## src/hw/rtl/gtpid_pkg.sv

```systemverilog
// ----------------------------------------------------------------------------
// gtpid_pkg
// Shared types and constants of the gyro turn PID controller.
// ----------------------------------------------------------------------------
package gtpid_pkg;

  localparam int unsigned AngleW   = 24;
  localparam int unsigned TolW     = 16;
  localparam int unsigned GainW    = 24;
  localparam int unsigned CmdW     = 16;
  localparam int unsigned CfgIdxW  = 3;
  localparam int unsigned CfgDataW = 24;
  localparam int unsigned ErrW     = AngleW + 1;
  localparam int unsigned SumW     = 26;
  localparam int unsigned EW       = 27;
  localparam int unsigned PTermW   = GainW + EW;
  localparam int unsigned ITermW   = GainW + SumW;
  localparam int unsigned DTermW   = GainW + ErrW + 8;
  localparam int unsigned AccW     = 60;
  localparam int unsigned SpeedW   = 34;

  // error/90 rounded: floor((128*|err| + 22) / 45) by reciprocal
  localparam logic [31:0] RecipMul   = 32'd3054198967;
  localparam int unsigned RecipShift = 37;
  localparam logic [30:0] RoundBias  = 31'd22;

  localparam logic signed [SumW+1:0] SumHi = 28'sd29491200;
  localparam logic signed [SumW+1:0] SumLo = -28'sd29491200;

  localparam logic signed [AccW-1:0] SpeedHi = 60'sd4294967296;
  localparam logic signed [AccW-1:0] SpeedLo = -60'sd4294967296;

  localparam logic [TolW-1:0] TolReset = 16'd256;

  typedef enum logic [CfgIdxW-1:0] {
    RegTarget    = 3'd0,
    RegTolerance = 3'd1,
    RegGainP     = 3'd2,
    RegGainI     = 3'd3,
    RegGainD     = 3'd4
  } cfg_reg_e;

  typedef logic signed [AngleW-1:0] angle_t;
  typedef logic signed [CmdW-1:0]   cmd_t;

  typedef struct packed {
    logic signed [AngleW-1:0] target;
    logic [TolW-1:0]          tolerance;
    logic signed [GainW-1:0]  gain_p;
    logic signed [GainW-1:0]  gain_i;
    logic signed [GainW-1:0]  gain_d;
  } cfg_t;

  typedef struct packed {
    logic                   done;
    logic signed [EW-1:0]   err_q16;
    logic signed [SumW-1:0] sum;
    logic signed [ErrW-1:0] delta;
  } track_t;

  typedef struct packed {
    logic                     done;
    logic signed [PTermW-1:0] p_term;
    logic signed [ITermW-1:0] i_term;
    logic signed [DTermW-1:0] d_term;
  } terms_t;

  typedef struct packed {
    logic                     done;
    logic signed [SpeedW-1:0] speed;
  } speed_t;

endpackage

```

## src/hw/rtl/gtpid_out_if.sv

```systemverilog
// ----------------------------------------------------------------------------
// gtpid_out_if
// Drive command channel with valid/ready handshake.
// ----------------------------------------------------------------------------
interface gtpid_out_if;
  import gtpid_pkg::*;

  logic valid;
  logic ready;
  cmd_t left_command;
  cmd_t right_command;
  logic turn_done;

  modport source (output valid, output left_command, output right_command,
                  output turn_done, input ready);
  modport sink (input valid, input left_command, input right_command,
                input turn_done, output ready);
endinterface

```

## src/hw/rtl/gtpid_scale.sv

```systemverilog
// ----------------------------------------------------------------------------
// gtpid_scale
// Scales the clamped speed to drive commands and holds the result register.
// ----------------------------------------------------------------------------
module gtpid_scale (
  input  logic              clk_i,
  input  logic              rst_ni,
  input  logic              spd_valid_i,
  output logic              spd_ready_o,
  input  gtpid_pkg::speed_t spd_i,
  gtpid_out_if.source       out_ch
);
  import gtpid_pkg::*;

  logic valid_q;
  cmd_t left_q;
  cmd_t right_q;
  logic done_q;

  logic signed [SpeedW-1:0] spd_neg;
  logic [SpeedW-2:0]        spd_abs;
  logic [47:0]              scaled;
  logic [CmdW-1:0]          cmd_abs;
  cmd_t                     cmd;

  assign spd_ready_o = !valid_q || out_ch.ready;

  assign spd_neg = -spd_i.speed;
  assign spd_abs = spd_i.speed[SpeedW-1] ? spd_neg[SpeedW-2:0] : spd_i.speed[SpeedW-2:0];

  // |speed| * 32767 + 2^31, rounded back to q0
  assign scaled  = {spd_abs, 15'b0} - 48'(spd_abs) + 48'h0000_8000_0000;
  assign cmd_abs = scaled[47:32];

  always_comb begin
    if (spd_i.done) begin
      cmd = '0;
    end else if (spd_i.speed[SpeedW-1]) begin
      cmd = -cmd_abs;
    end else begin
      cmd = cmd_abs;
    end
  end

  always_ff @(posedge clk_i or negedge rst_ni) begin
    if (!rst_ni) begin
      valid_q <= 1'b0;
    end else if (spd_ready_o) begin
      valid_q <= spd_valid_i;
    end
  end

  always_ff @(posedge clk_i) begin
    if (spd_valid_i && spd_ready_o) begin
      left_q  <= cmd;
      right_q <= -cmd;
      done_q  <= spd_i.done;
    end
  end

  assign out_ch.valid         = valid_q;
  assign out_ch.left_command  = left_q;
  assign out_ch.right_command = right_q;
  assign out_ch.turn_done     = done_q;
endmodule

```

## src/flat_wrapper.sv

```systemverilog
// flat-port wrapper written by rule: the top's interface ports become plain ports
module gtpid_scale_flat import gtpid_pkg::*;
  (clk_i, rst_ni, spd_valid_i, spd_ready_o, spd_i, out_ch_valid, out_ch_left_command, out_ch_right_command, out_ch_turn_done, out_ch_ready);
  gtpid_out_if out_ch_i ();
  input  logic clk_i;
  input  logic rst_ni;
  input  logic spd_valid_i;
  output logic spd_ready_o;
  input  gtpid_pkg::speed_t spd_i;
  output wire logic [$bits(out_ch_i.valid)-1:0] out_ch_valid;
  output wire logic [$bits(out_ch_i.left_command)-1:0] out_ch_left_command;
  output wire logic [$bits(out_ch_i.right_command)-1:0] out_ch_right_command;
  output wire logic [$bits(out_ch_i.turn_done)-1:0] out_ch_turn_done;
  input wire logic [$bits(out_ch_i.ready)-1:0] out_ch_ready;
  assign out_ch_valid = out_ch_i.valid;
  assign out_ch_left_command = out_ch_i.left_command;
  assign out_ch_right_command = out_ch_i.right_command;
  assign out_ch_turn_done = out_ch_i.turn_done;
  assign out_ch_i.ready = out_ch_ready;
  gtpid_scale u_core (.clk_i(clk_i), .rst_ni(rst_ni), .spd_valid_i(spd_valid_i), .spd_ready_o(spd_ready_o), .spd_i(spd_i), .out_ch(out_ch_i));
endmodule
```

## config.mk

```make
export PLATFORM = sky130hd
export DESIGN_NAME = gtpid_scale_flat
export DESIGN_NICKNAME = d
export VERILOG_FILES = /design/src/hw/rtl/gtpid_pkg.sv /design/src/hw/rtl/gtpid_out_if.sv /design/src/hw/rtl/gtpid_scale.sv /design/src/flat_wrapper.sv
export SDC_FILE = /design/constraint.sdc
export NUM_CORES = 1
export LEC_CHECK = 0
export BUFFER_PORTS_ARGS = -buffer_cell sky130_fd_sc_hd__buf_2
export CAP_MARGIN = 25
export CORE_ASPECT_RATIO = 2
export CORE_MARGIN = 3
export CORE_UTILIZATION = 45
export CTS_BUF_LIST = sky130_fd_sc_hd__clkbuf_16
export DETAILED_ROUTE_END_ITERATION = 7
export PLACE_DENSITY = 0.73
export SLEW_MARGIN = 25
export SYNTH_ARGS = -nofsm -noshare
export SYNTH_HDL_FRONTEND = slang
export SYNTH_SLANG_ARGS = --single-unit
```

## constraint.sdc

```tcl
create_clock -name clk_i -period 2.2 [get_ports clk_i]
set_clock_uncertainty 0.2 [all_clocks]
set_input_delay 0.22 -clock clk_i [delete_from_list [all_inputs] [get_ports clk_i]]
set_output_delay 0.22 -clock clk_i [all_outputs]
set_load 0.01 [all_outputs]
```

==> summary.txt <==
CTS
  • Max Root-Sink Buffers: 2
  • Worst-Skew Late Latency: 280 ps
  • CTS root buffer: clkbuf_16
  • Clock slew at reported path FFs: 50 ps
  • Max H-tree Level: 2
  • CTS tree: built
  • Sink Count: 33
  • CTS Buf Count: 5

Logic synthesis
  • Post-synth EDFFs: 32
  • Commonest cells post-synth: xnor2_1, nor2_1, nand2_1
  • Synth Register Bits: 33
  • Avg Synthesized Cell Area: approximately 8.5 sq um
  • Most common cell in the netlist: xnor2_1
  • Synth area leaders: edfxtp_1, xnor2_1, ha_1
  • Yosys top cell area share: 20.19%
  • Post-Syn Nets: 630
  • Register area share after synthesis: 20.72%
  • Post-synth top area cell: edfxtp_1
  • Synth Warn #: 0
  • Mapped cell area: 4758 sq um
  • Post-synth top flop: edfxtp_1
  • Ys async rst share: under 10%
  • Number of distinct library cells after synthesis: 78
  • Post-synthesis cell count: 563

Global route
  • Wire length of the first global-routing pass: 33,870 um
  • Met1 Resource Use GR: 30.42%
  • Gr busiest metal: met2
  • GRT Util Overall: 37.34%
  • Grt met3 use: under 10%
  • GRT met2 Usage: between 70 and 80%
  • Initial antenna violation count: 1
  • Vias in the first global route: 6,796
  • Gr ovfl total: 0
  • Largest net degree at the start of global routing: 33

Worst setup path
  • Critical Path RT: 2020 ps
  • Setup CP Type: in2reg
  • Startpoint types: input pin
  • Setup crit end kind: flip-flop
  • R2R cell count: 3
  • Setup slack, reg-to-reg: 570 ps
  • Crit Path Max Fanout: 5
  • Worst endpoint data arrival time: 5700 ps

Layout
  • Net count reported at finish: 983
  • Share of post-route cells with drive strength above 1: 63.47%
  • Number of fill cells in the layout: 392
  • Syn-to-layout area delta: 95.82%
  • Post-Layout Cell Count: approximately 1,100
  • Area of the multi-input gates: 5066 sq um
  • Sequential cell area: 985.9 sq um
  • Antenna Cells: 0
  • Fin util: between 90 and 100%

Floorplan
  • Initial core utilization: 46.58%
  • Die area: 11,920 sq um
  • Core area: 10,210 sq um
  • # IOs: 74
  • Rows: 52
  • Die Wd: 78.71 um
  • Die Ht: 151.4 um

Timing
  • Max Freq: ~170 MHz
  • Worst Slack Setup Final: -3674 ps
  • Min Clock Period, post-route: 5874 ps
  • Final-report max-slew violation count: 0
  • Tightest Pin Transition: 711.5 ps
  • Final period utilization: 267.0%
  • Headroom to the max-slew limit: between 50% and 60%
  • Endpoints failing setup: 31
  • Fin. Hold Viols: 0
  • RSZ-0062 raised after global routing: yes

Run status
  • Violated checks: setup timing
  • Status: finished, violations left

Placement
  • Placed insts: just under 1,000
  • Port bufs: 73
  • Post-placement setup slack: -3941 ps
  • Final GP Congestion: ~1
  • Detailed placement HPWL: between 15,000 and 20,000 um

Drt
  • Total detailed-routing wirelength: approximately 28,000 um
  • Remaining DRCs: 0
  • Post-DRT Antenna Nets: 0
  • Drt pass-1 iters: 8
  • Detailed-route via count: 7,135
  • Via-to-Cell Ratio: slightly below 7
  • DR WL/cell: 26.83 um
  • DR iter-0 viols: 857

Pwr
  • Switching Share: 43.88%
  • Reg power frac: 14.5%
  • Cell-internal power: 3.387 mW
  • Power per standard cell area: 647.7 nW/um^2
  • Clock power frac: between 10% and 20%
  • Power after layout: 6.035 mW
  • Worst VDD drop: 0.0006506 V
  • Sw Pwr: 2.648 mW
  • Leakage: 3.908 nW
  • Gate power share: about 74%

Min path
  • Hold crit path type: in2async

Flow run
  • Max cap viols: 0
registers in the layout (all words and copies together) (netlist names):
signal	count
u_core.out_ch.turn_done	1
u_core.out_ch.right_command	16
u_core.out_ch.valid	1
u_core.out_ch.left_command	15
path summary, 6_finish.rpt:
check,startpoint,to
worst max-delay path,spd_i[5],u_core.out_ch.right_command[15]
worst min register to register,u_core.out_ch.valid,u_core.out_ch.valid
worst max register to register,u_core.out_ch.valid,u_core.out_ch.left_command[4]
max in group asynchronous,rst_ni,u_core.out_ch.valid
min in group clk_i,out_ch_ready,u_core.out_ch.valid
worst min-delay path,rst_ni,u_core.out_ch.valid
what timing repair did:
item	4_1_cts	5_1_grt
hold buffers	2	0
hold endpoints to repair	2	0
endpoints found under the setup margin	31	31
pin swaps	99	52
buffers inserted	44	31
resized for setup	170	109
cells by family (layout without fill, tap and decap cells):
logic type	after synthesis	count (layout)	synth area share (%)
flops	33	33	20.72
fa+ha+maj	28	28	7.363
mux	9	9	1.920
simple gates	210	210	25.72
buf+inv	45	399	4.049
compound gates	147	147	22.72
xor+xnor	91	91	17.51
worst max-delay path, stage by stage:
cell and delay, ps:
buf_2 120, nor4_4 260, buf_6 180, nand4_1 160, buf_4 200, o31ai_4 260
xor2_2 350, xnor2_1 140, ha_1 320, and3_4 210, and4_4 250, a32oi_2 120
a211oi_2 410, a21oi_2 50, o211ai_1 400, nand2_1 130, o41ai_2 350, xnor2_1 140
or4_4 580, o21ai_2 190, xor2_1 270, o2111ai_2 160, xor2_1 200
power by group through the flow:
stage | Sequential [mW] | Clock, mW | Combinational, mW
after floorplan | 0.930 | 0 | 1.57
after global placement | 0.874 | 0 | 2.79
after detailed placement | 0.877 | 0 | 2.90
after CTS | 0.867 | 0.640 | 3.56
after global routing | 0.877 | 0.707 | 4.59
final | 0.874 | 0.685 | 4.48
stage by stage:
| step | setup TNS [ps] | instance area (sq um) | hold WS, ps |
|---|---|---|---|
| 3_5_place_dp | -104640 | 7188 | -198.2 |
| 4_1_cts | -81920 | 8509 | 44.91 |
| 2_1_floorplan | -83010 | 5184 | -275.6 |
| 3_3_place_gp | -100830 | 7188 | -205.6 |
| 6_report | -96170 | 9318 | 50.39 |
| 5_1_grt | -101860 | 9318 | 56.14 |
layer usage:
layer | vias to the layer above | wire (um)
met4 | 2 | 3859
met1 | 3274 | 8119
met2 | 697 | 13650
li1 | 2847 | -
met5 | - | 15
met3 | 315 | 2585
layout make-up:
cell class                      count  share of cell area, %
Clock buffer                        5                  1.343
Clock inverter                      3                 0.1209
Inverter                           20                 0.8863
Multi-Input combinational cell    485                  54.37
Sequential cell                    33                  10.58
Tap cell                          135                  1.813
Timing Repair Buffer              371                  30.88
placed cells by master (no fill, tap or decap), drive strengths merged, types with 4 or more instances in the layout:
cell      n
buf     369
xnor2    52
nor2     39
xor2     38
nand2    36
edfxtp   32
o21ai    31
ha       28
a21oi    25
inv      22
nand3    21
nor3     18
o31ai    15
nand4    14
o41ai    11
or3      10
nor4     10
and4     10
a31oi     9
mux2i     8
or2       8
nand2b    7
a211oi    7
and2      7
nor2b     7
or4       6
a21o      6
and3      6
clkbuf    5
a31o      4
o21bai    4
(Power assumes the default switching activity.)
